--- src/hdl/tccs_pkg.sv ---
// Shared constants, types and address helpers of the text console cursor and scroll engine.
package tccs_pkg;

  localparam int COLUMNS = 80;
  localparam int ROWS    = 25;
  localparam int CELLS   = ROWS * COLUMNS;

  localparam int ADDR_W = $clog2(CELLS);
  localparam int RW     = $clog2(ROWS);
  localparam int CW     = $clog2(COLUMNS);

  localparam int ROW_FW  = 5;
  localparam int COL_FW  = 7;
  localparam int CHAR_FW = 8;
  localparam int CELL_W  = 16;

  localparam logic [CHAR_FW-1:0] NEWLINE_CODE = 8'd10;
  localparam logic [CELL_W-1:0]  BLANK_CELL   = 16'h0F20;

  typedef enum logic {
    OP_PUT  = 1'b0,
    OP_READ = 1'b1
  } op_e;

  typedef struct packed {
    op_e               op;
    logic [7:0]        char_code;
    logic [7:0]        color;
    logic [ROW_FW-1:0] read_row;
    logic [COL_FW-1:0] read_col;
  } item_t;

  typedef struct packed {
    logic [CELL_W-1:0] cell_value;
    logic [ROW_FW-1:0] cursor_row;
    logic [COL_FW-1:0] cursor_col;
    logic              scrolled;
  } result_t;

  typedef struct packed {
    logic              en;
    logic              we;
    logic [ADDR_W-1:0] addr;
    logic [CELL_W-1:0] wdata;
  } mem_req_t;

  // Map a screen row to its slot in the row ring.
  function automatic logic [RW-1:0] phys_row(input logic [RW-1:0] lrow,
                                             input logic [RW-1:0] top);
    logic [RW:0] sum;
    sum = {1'b0, lrow} + {1'b0, top};
    if (sum >= (RW+1)'(ROWS)) begin
      sum = sum - (RW+1)'(ROWS);
    end
    return sum[RW-1:0];
  endfunction

  function automatic logic [ADDR_W-1:0] cell_addr(input logic [RW-1:0] prow,
                                                  input logic [CW-1:0] col);
    return ADDR_W'(ADDR_W'(prow) * ADDR_W'(COLUMNS) + ADDR_W'(col));
  endfunction

endpackage

--- src/hdl/tccs_ctrl.sv ---
// Sequencer: cursor, row ring, lazy row clear, cell access and result register.
module tccs_ctrl (
  input  logic                      clk_i,
  input  logic                      rst_ni,
  input  logic                      in_valid_i,
  output logic                      in_ready_o,
  input  tccs_pkg::item_t           in_item_i,
  output logic                      out_valid_o,
  input  logic                      out_ready_i,
  output tccs_pkg::result_t         out_res_o,
  output tccs_pkg::mem_req_t        mem_req_o,
  input  logic [tccs_pkg::CELL_W-1:0] mem_rdata_i
);

  localparam logic [1:0] ST_IDLE   = 2'd0;
  localparam logic [1:0] ST_EXEC   = 2'd1;
  localparam logic [1:0] ST_CLEAR  = 2'd2;
  localparam logic [1:0] ST_RDWAIT = 2'd3;

  localparam logic [tccs_pkg::RW-1:0] ROW_LAST = tccs_pkg::RW'(tccs_pkg::ROWS - 1);
  localparam logic [tccs_pkg::CW-1:0] COL_LAST = tccs_pkg::CW'(tccs_pkg::COLUMNS - 1);

  logic [1:0]                  state_q, state_d;
  tccs_pkg::item_t             item_q;
  logic [tccs_pkg::RW-1:0]     cur_row_q, cur_row_d;
  logic [tccs_pkg::CW-1:0]     cur_col_q, cur_col_d;
  logic [tccs_pkg::RW-1:0]     top_q, top_d;
  logic [tccs_pkg::ROWS-1:0]   row_valid_q, row_valid_d;
  logic [tccs_pkg::CW-1:0]     clr_col_q, clr_col_d;
  logic                        rd_hit_q, rd_hit_d;
  logic                        rd_valid_q, rd_valid_d;
  logic                        out_valid_q, out_valid_d;
  tccs_pkg::result_t           out_res_q, out_res_d;

  logic                        slot_free;
  logic [tccs_pkg::RW-1:0]     cur_prow;
  logic [tccs_pkg::RW-1:0]     rd_prow;
  logic                        rd_in_range;
  logic                        newline;
  logic                        row_adv;
  logic                        row_last;
  logic [tccs_pkg::RW-1:0]     top_next;

  assign slot_free   = !out_valid_q || out_ready_i;
  assign cur_prow    = tccs_pkg::phys_row(cur_row_q, top_q);
  assign rd_in_range = (32'(item_q.read_row) < 32'(tccs_pkg::ROWS)) &&
                       (32'(item_q.read_col) < 32'(tccs_pkg::COLUMNS));
  assign rd_prow     = tccs_pkg::phys_row(tccs_pkg::RW'(item_q.read_row), top_q);
  assign newline     = (item_q.char_code == tccs_pkg::NEWLINE_CODE);
  assign row_adv     = newline || (cur_col_q == COL_LAST);
  assign row_last    = (cur_row_q == ROW_LAST);
  assign top_next    = (top_q == ROW_LAST) ? '0 : top_q + 1'b1;

  always_comb begin
    state_d     = state_q;
    cur_row_d   = cur_row_q;
    cur_col_d   = cur_col_q;
    top_d       = top_q;
    row_valid_d = row_valid_q;
    clr_col_d   = clr_col_q;
    rd_hit_d    = rd_hit_q;
    rd_valid_d  = rd_valid_q;
    out_valid_d = out_valid_q && !out_ready_i;
    out_res_d   = out_res_q;
    mem_req_o   = '0;

    unique case (state_q)
      ST_IDLE: begin
        if (in_valid_i) begin
          state_d = ST_EXEC;
        end
      end
      ST_EXEC: begin
        if (item_q.op == tccs_pkg::OP_READ) begin
          // Issue the read; out-of-range reads skip the memory.
          mem_req_o.en   = rd_in_range;
          mem_req_o.addr = tccs_pkg::cell_addr(rd_prow, tccs_pkg::CW'(item_q.read_col));
          rd_hit_d       = rd_in_range;
          rd_valid_d     = row_valid_q[rd_prow];
          state_d        = ST_RDWAIT;
        end else if (!newline && !row_valid_q[cur_prow]) begin
          // Row never written since reset or scroll: blank it first.
          clr_col_d = '0;
          state_d   = ST_CLEAR;
        end else if (slot_free) begin
          if (!newline) begin
            mem_req_o.en    = 1'b1;
            mem_req_o.we    = 1'b1;
            mem_req_o.addr  = tccs_pkg::cell_addr(cur_prow, cur_col_q);
            mem_req_o.wdata = {item_q.color, item_q.char_code};
          end
          cur_col_d = row_adv ? '0 : cur_col_q + 1'b1;
          if (row_adv && !row_last) begin
            cur_row_d = cur_row_q + 1'b1;
          end
          if (row_adv && row_last) begin
            // Old top slot becomes the new bottom row; drop its contents.
            row_valid_d[top_q] = 1'b0;
            top_d              = top_next;
          end
          out_valid_d          = 1'b1;
          out_res_d.cell_value = '0;
          out_res_d.cursor_row = tccs_pkg::ROW_FW'(cur_row_d);
          out_res_d.cursor_col = tccs_pkg::COL_FW'(cur_col_d);
          out_res_d.scrolled   = row_adv && row_last;
          state_d              = ST_IDLE;
        end
      end
      ST_CLEAR: begin
        mem_req_o.en    = 1'b1;
        mem_req_o.we    = 1'b1;
        mem_req_o.addr  = tccs_pkg::cell_addr(cur_prow, clr_col_q);
        mem_req_o.wdata = tccs_pkg::BLANK_CELL;
        clr_col_d       = clr_col_q + 1'b1;
        if (clr_col_q == COL_LAST) begin
          row_valid_d[cur_prow] = 1'b1;
          state_d               = ST_EXEC;
        end
      end
      ST_RDWAIT: begin
        if (slot_free) begin
          out_valid_d          = 1'b1;
          out_res_d.cell_value = !rd_hit_q   ? '0 :
                                 !rd_valid_q ? tccs_pkg::BLANK_CELL : mem_rdata_i;
          out_res_d.cursor_row = tccs_pkg::ROW_FW'(cur_row_q);
          out_res_d.cursor_col = tccs_pkg::COL_FW'(cur_col_q);
          out_res_d.scrolled   = 1'b0;
          state_d              = ST_IDLE;
        end
      end
      default: state_d = ST_IDLE;
    endcase
  end

  always_ff @(posedge clk_i or negedge rst_ni) begin
    if (!rst_ni) begin
      state_q     <= ST_IDLE;
      cur_row_q   <= '0;
      cur_col_q   <= '0;
      top_q       <= '0;
      row_valid_q <= '0;
      out_valid_q <= 1'b0;
    end else begin
      state_q     <= state_d;
      cur_row_q   <= cur_row_d;
      cur_col_q   <= cur_col_d;
      top_q       <= top_d;
      row_valid_q <= row_valid_d;
      out_valid_q <= out_valid_d;
    end
  end

  always_ff @(posedge clk_i) begin
    if (state_q == ST_IDLE && in_valid_i) begin
      item_q <= in_item_i;
    end
    clr_col_q  <= clr_col_d;
    rd_hit_q   <= rd_hit_d;
    rd_valid_q <= rd_valid_d;
    out_res_q  <= out_res_d;
  end

  assign in_ready_o  = (state_q == ST_IDLE);
  assign out_valid_o = out_valid_q;
  assign out_res_o   = out_res_q;

endmodule

--- config.mk ---
export PLATFORM = sky130hd
export DESIGN_NAME = tccs_ctrl
export DESIGN_NICKNAME = d
export VERILOG_FILES = /design/src/hdl/tccs_pkg.sv /design/src/hdl/tccs_ctrl.sv
export SDC_FILE = /design/constraint.sdc
export NUM_CORES = 1
export LEC_CHECK = 0
export BUFFER_PORTS_ARGS = -buffer_cell sky130_fd_sc_hd__buf_4
export CAP_MARGIN = 30
export CORE_MARGIN = 2
export CORE_UTILIZATION = 40
export CTS_CLUSTER_SIZE = 30
export DETAILED_ROUTE_END_ITERATION = 10
export PLACE_DENSITY_LB_ADDON = 0.3
export SETUP_SLACK_MARGIN = 0.3
export SYNTH_ARGS = -nofsm -noshare
export SYNTH_HDL_FRONTEND = slang
export SYNTH_SLANG_ARGS = --single-unit
--- constraint.sdc ---
create_clock -name clk_i -period 7.4 [get_ports clk_i]
set_clock_uncertainty 0.2 [all_clocks]
set_input_delay 1.48 -clock clk_i [delete_from_list [all_inputs] [get_ports clk_i]]
set_output_delay 1.48 -clock clk_i [all_outputs]
set_load 0.02 [all_outputs]
==> implementation parameters <==
Parameter                              Value

Global route
  Number of antenna violations at the first check in global routing ... 0
  Total gr overflow ... 0
  Pin count of the biggest net entering global routing ... 46
  Global-route wire length before repair ... 33,400 um
  Aggregate global-route resource usage ... 0.209
  Via count of the first global-routing pass ... 6,164

Critical path
  Worst EP required ... 5.72 ns
  FF-to-FF End ... top_q[2]$_DFFE_PN0P_
  Slowest cell on crit path ... sky130_fd_sc_hd__or4_1
  Startpoint of the worst-slack reg-to-reg timing path ... top_q[0]$_DFFE_PN0P_
  Nature of the critical path startpoint ... flip-flop
  Kind of critical path ... flip-flop to primary output
  Worst path arrival time ... 5.24 ns
  Worst Setup End Kind ... primary output
  Number of cells traversed by the worst register-to-register path ... 17
  Critical Path Most Common Cell ... sky130_fd_sc_hd__buf_4
  Critical Path Max Stage Delay ... 0.69 ns
  CP Cell Sequence ... buf_4, ha_1, inv_1, fa_1, buf_4, nand2b_1, buf_4, nor2_1, o311a_1, or3_1, o2111a_1, or4_1, or4_1, and2_4, nand3_2, o221ai_1, buf_4
  Maximum fanout along the worst path ... 17
  Register-to-register setup slack ... 1.92 ns

Yosys
  Net count after synthesis ... 872
  Synth Register Bits ... 112
  Post-synthesis async set-or-reset flop share ... 0.402
  Synthesized area divided by synthesized cell count ... 10.0 um^2
  Post-synthesis instance total ... 770
  Post-synthesis mux area share ... 0.0569
  Count of different cell masters after synthesis ... 81
  Adder-cell share of the synthesized area ... 0.0928
  Synthesized cell area ... 7710 um^2
  Synthesis Warnings ... 0
  Sequential cell area fraction in the yosys report ... 0.407
  Number of enable-type register cells in the synthesized netlist ... 67
  Area share of xor/xnor cells in the synthesized design ... 0.0518
  Most used DFF post-synth ... sky130_fd_sc_hd__edfxtp_1
  Dominant combinational cell family by area after synthesis ... compound AO/OA/AOI/OAI gates
  Share of the synthesized area in compound gates (AO/OA/AOI/OAI) ... 0.186
  Synth Area in Simple Gates ... 0.166

STA
  Achievable clock frequency ... 144 MHz
  Post-Route Setup TNS ... 0 ns
  Worst slew margin ... 0.417
  Period Utilization, post-route ... 0.935
  Pins Over Slew Limit ... 0
  Final hold violation count ... 0
  Transition time at the pin with the least slew margin ... 0.873 ns
  Final setup violation count ... 0
  Setup repair after global routing missed its margin ... no
  Minimum period implied by the final worst setup slack ... 6.92 ns

Worst hold path
  Hold/Removal Path Class ... flip-flop to flip-flop
  End point of the most critical hold path ... row_valid_q[5]$_DFFE_PN0P_
  Worst Hold Path Cells ... 2
  Min-delay src ... row_valid_q[5]$_DFFE_PN0P_

Floorplanning
  Core area ... 18,800 um^2
  Initial core utilization ... 0.410
  Top Ports ... 109
  Full die area ... 20,400 um^2
  Die width ... 143 um
  Number of core rows ... 50
  Height of the die ... 143 um

Drt
  Post-detailed-route DRC marker count ... 0
  DR vias ... 6,585
  Number of DRC violations after detailed-routing iteration 0 ... 701
  Post-detailed-route wirelength per cell ... 18.2 um
  Aggregate routed wire length ... 21,000 um
  Length of routed wiring on met1 ... 9420 um
  Detailed route wirelength on metal2 ... 9710 um
  Number of optimization iterations in the first detailed-route pass ... 6
  Met3 layer wire length in the routed design ... 1560 um
  Antenna-violating nets left ... 0
  Routed via count divided by cell count ... 5.71
  Uppermost metal layer occupied by signal nets ... met4

Clock tree
  Number of buffers on the longest clock path ... 2
  Clock tree root driver cell ... sky130_fd_sc_hd__clkbuf_16
  Number of H-tree levels ... 3
  Clock-pin slew of the registers on the worst-case setup and hold paths ... 0.08 ns
  Number of buffers added to fix hold violations after cts ... 0
  Clock tree from TritonCTS ... built
  Clock buffers created by TritonCTS ... 9
  CTS Sinks ... 112
  Clk Latency, worst-skew pair ... 0.37 ns

Job
  Max-cap violations ... 0

Finish
  Share of post-route cells with drive strength above 1 ... 0.225
  Final antenna diode count ... 0
  Final Non-Filler Cells ... 1,153
  Final nets ... 990
  Area growth from synthesis to layout ... 21.3%

Placed design
  Buffers added on ports ... 108
  Hpwl dp ... 15,600 um
  Routability Congestion ... 0.979
  Dpl cells ... 1,126

Power
  Standby leakage power ... 3.95 nW
  Max VDD drop ... 173 uV
  Power density cells ... 246 nW/um^2

Run status
  Outcome ... finished clean
-- cells by family (layout without fill, tap and decap cells) --
kind of cell,after synthesis,count (layout)
adder cells (fa/ha/maj),53,53
multiplexers,28,28
AO/OA/AOI/OAI,210,210
flip-flops,112,112
XOR/XNOR,43,43
buffers and inverters,73,196
AND/OR/NAND/NOR,251,251
-- cell type report --
type                    count  area [um^2]
fillers                  1744         9470
multi-input cells         585         4380
flip-flops and latches    112         3140
clock inverters             6         97.6
repair buffers            134         1010
well taps                 260          325
clock buffers              10          229
inverters                  46          176
-- worst max-delay path by stage --
stage               slack (ns)            startpoint            end
finish                    0.48  top_q[0]$_DFFE_PN0P_  mem_req_o[25]
global route              0.27   item_q[7]$_DFFE_PP_  mem_req_o[26]
CTS                       0.36   item_q[7]$_DFFE_PP_  mem_req_o[26]
detailed placement        0.26  top_q[1]$_DFFE_PN0P_  mem_req_o[26]
global placement          0.27  top_q[1]$_DFFE_PN0P_  mem_req_o[26]
floorplan                 0.88  top_q[0]$_DFFE_PN0P_  mem_req_o[26]
-- registers in the layout (all words and copies together), names as in the netlist --
signal	count
clr_col_q	7
cur_col_q	7
cur_row_q	5
item_q	29
out_res_o	29
out_valid_o	1
rd_hit_q	1
rd_valid_q	1
row_valid_q	25
state_q	2
top_q	5
-- per-stage QoR --
stage	hold WS, ns	power, mW	area, um^2	util	worst slack [ns]
after floorplan	0.279	1.42	7710	-	0.885
after global placement	0.318	1.72	8840	0.469	0.273
after detailed placement	0.343	1.73	8840	0.469	0.257
after CTS	0.361	2.29	9230	0.490	0.356
after global routing	0.378	2.42	9360	0.497	0.270
final	0.358	2.30	9360	0.497	0.479
-- placed cells by master, fill, tap and decap left out, types with 13 or more instances in the layout --
cell type                    n
sky130_fd_sc_hd__edfxtp_1   67
sky130_fd_sc_hd__inv_1      44
sky130_fd_sc_hd__nor2_1     48
sky130_fd_sc_hd__ha_1       45
sky130_fd_sc_hd__o21ai_0    57
sky130_fd_sc_hd__dfrtp_1    42
sky130_fd_sc_hd__a21oi_1    23
sky130_fd_sc_hd__nand2_1    60
sky130_fd_sc_hd__nand2b_1   14
sky130_fd_sc_hd__o31ai_1    27
sky130_fd_sc_hd__and2_1     24
sky130_fd_sc_hd__xnor2_1    23
sky130_fd_sc_hd__xor2_1     13
sky130_fd_sc_hd__a21o_1     13
sky130_fd_sc_hd__nor3_1     18
sky130_fd_sc_hd__nand3_1    25
sky130_fd_sc_hd__buf_4     134
-- synthesized netlist by cell type (11+ instances only) --
library cell,instances,area (um^2)
sky130_fd_sc_hd__nand2b_1,14,87.6
sky130_fd_sc_hd__mux4_2,12,270
sky130_fd_sc_hd__nor2_1,51,191
sky130_fd_sc_hd__o21ai_1,11,55.1
sky130_fd_sc_hd__inv_1,45,169
sky130_fd_sc_hd__dfrtp_1,45,1130
sky130_fd_sc_hd__nand2_1,61,229
sky130_fd_sc_hd__a21o_1,13,97.6
sky130_fd_sc_hd__ha_1,46,576
sky130_fd_sc_hd__xor2_1,14,123
sky130_fd_sc_hd__xnor2_1,26,228
sky130_fd_sc_hd__clkbuf_1,18,67.6
sky130_fd_sc_hd__a21oi_1,24,120
sky130_fd_sc_hd__edfxtp_1,67,2010
sky130_fd_sc_hd__and2_1,24,150
sky130_fd_sc_hd__nor3_1,18,90.1
sky130_fd_sc_hd__nand3_1,25,125
sky130_fd_sc_hd__o31ai_1,27,203
sky130_fd_sc_hd__o21ai_0,58,290
-- critical path, delay by kind of cell, from the launching register on --
kind | cells | cell delay (ns)
adders and majority gates | 2 | 0.65
DFF | 1 | 0.41
AOI/OAI and AO/OA | 3 | 0.67
and+or+nand+nor | 7 | 2.30
buffers and inverters | 5 | 0.84
-- where the power goes --
part | switching [mW] | internal, mW
Combinational | 0.548 | 0.348
Clock | 0.243 | 0.303
Sequential | 0.0588 | 0.796
Total | 0.851 | 1.45
-- what timing repair did --
action / 4_1_cts / 5_1_grt
buffers inserted: 6 / 5
setup endpoints to repair: 6 / 19
resized for setup: 6 / 18
pin swaps: 1 / 7
-- metal layers --
layer,vias to the layer above,track usage
li1,3102,-
met1,3173,0.292
met2,281,0.333
met3,29,0.0406
met4,0,0.0547
met5,-,0
Power figures use the tool's default switching activity.
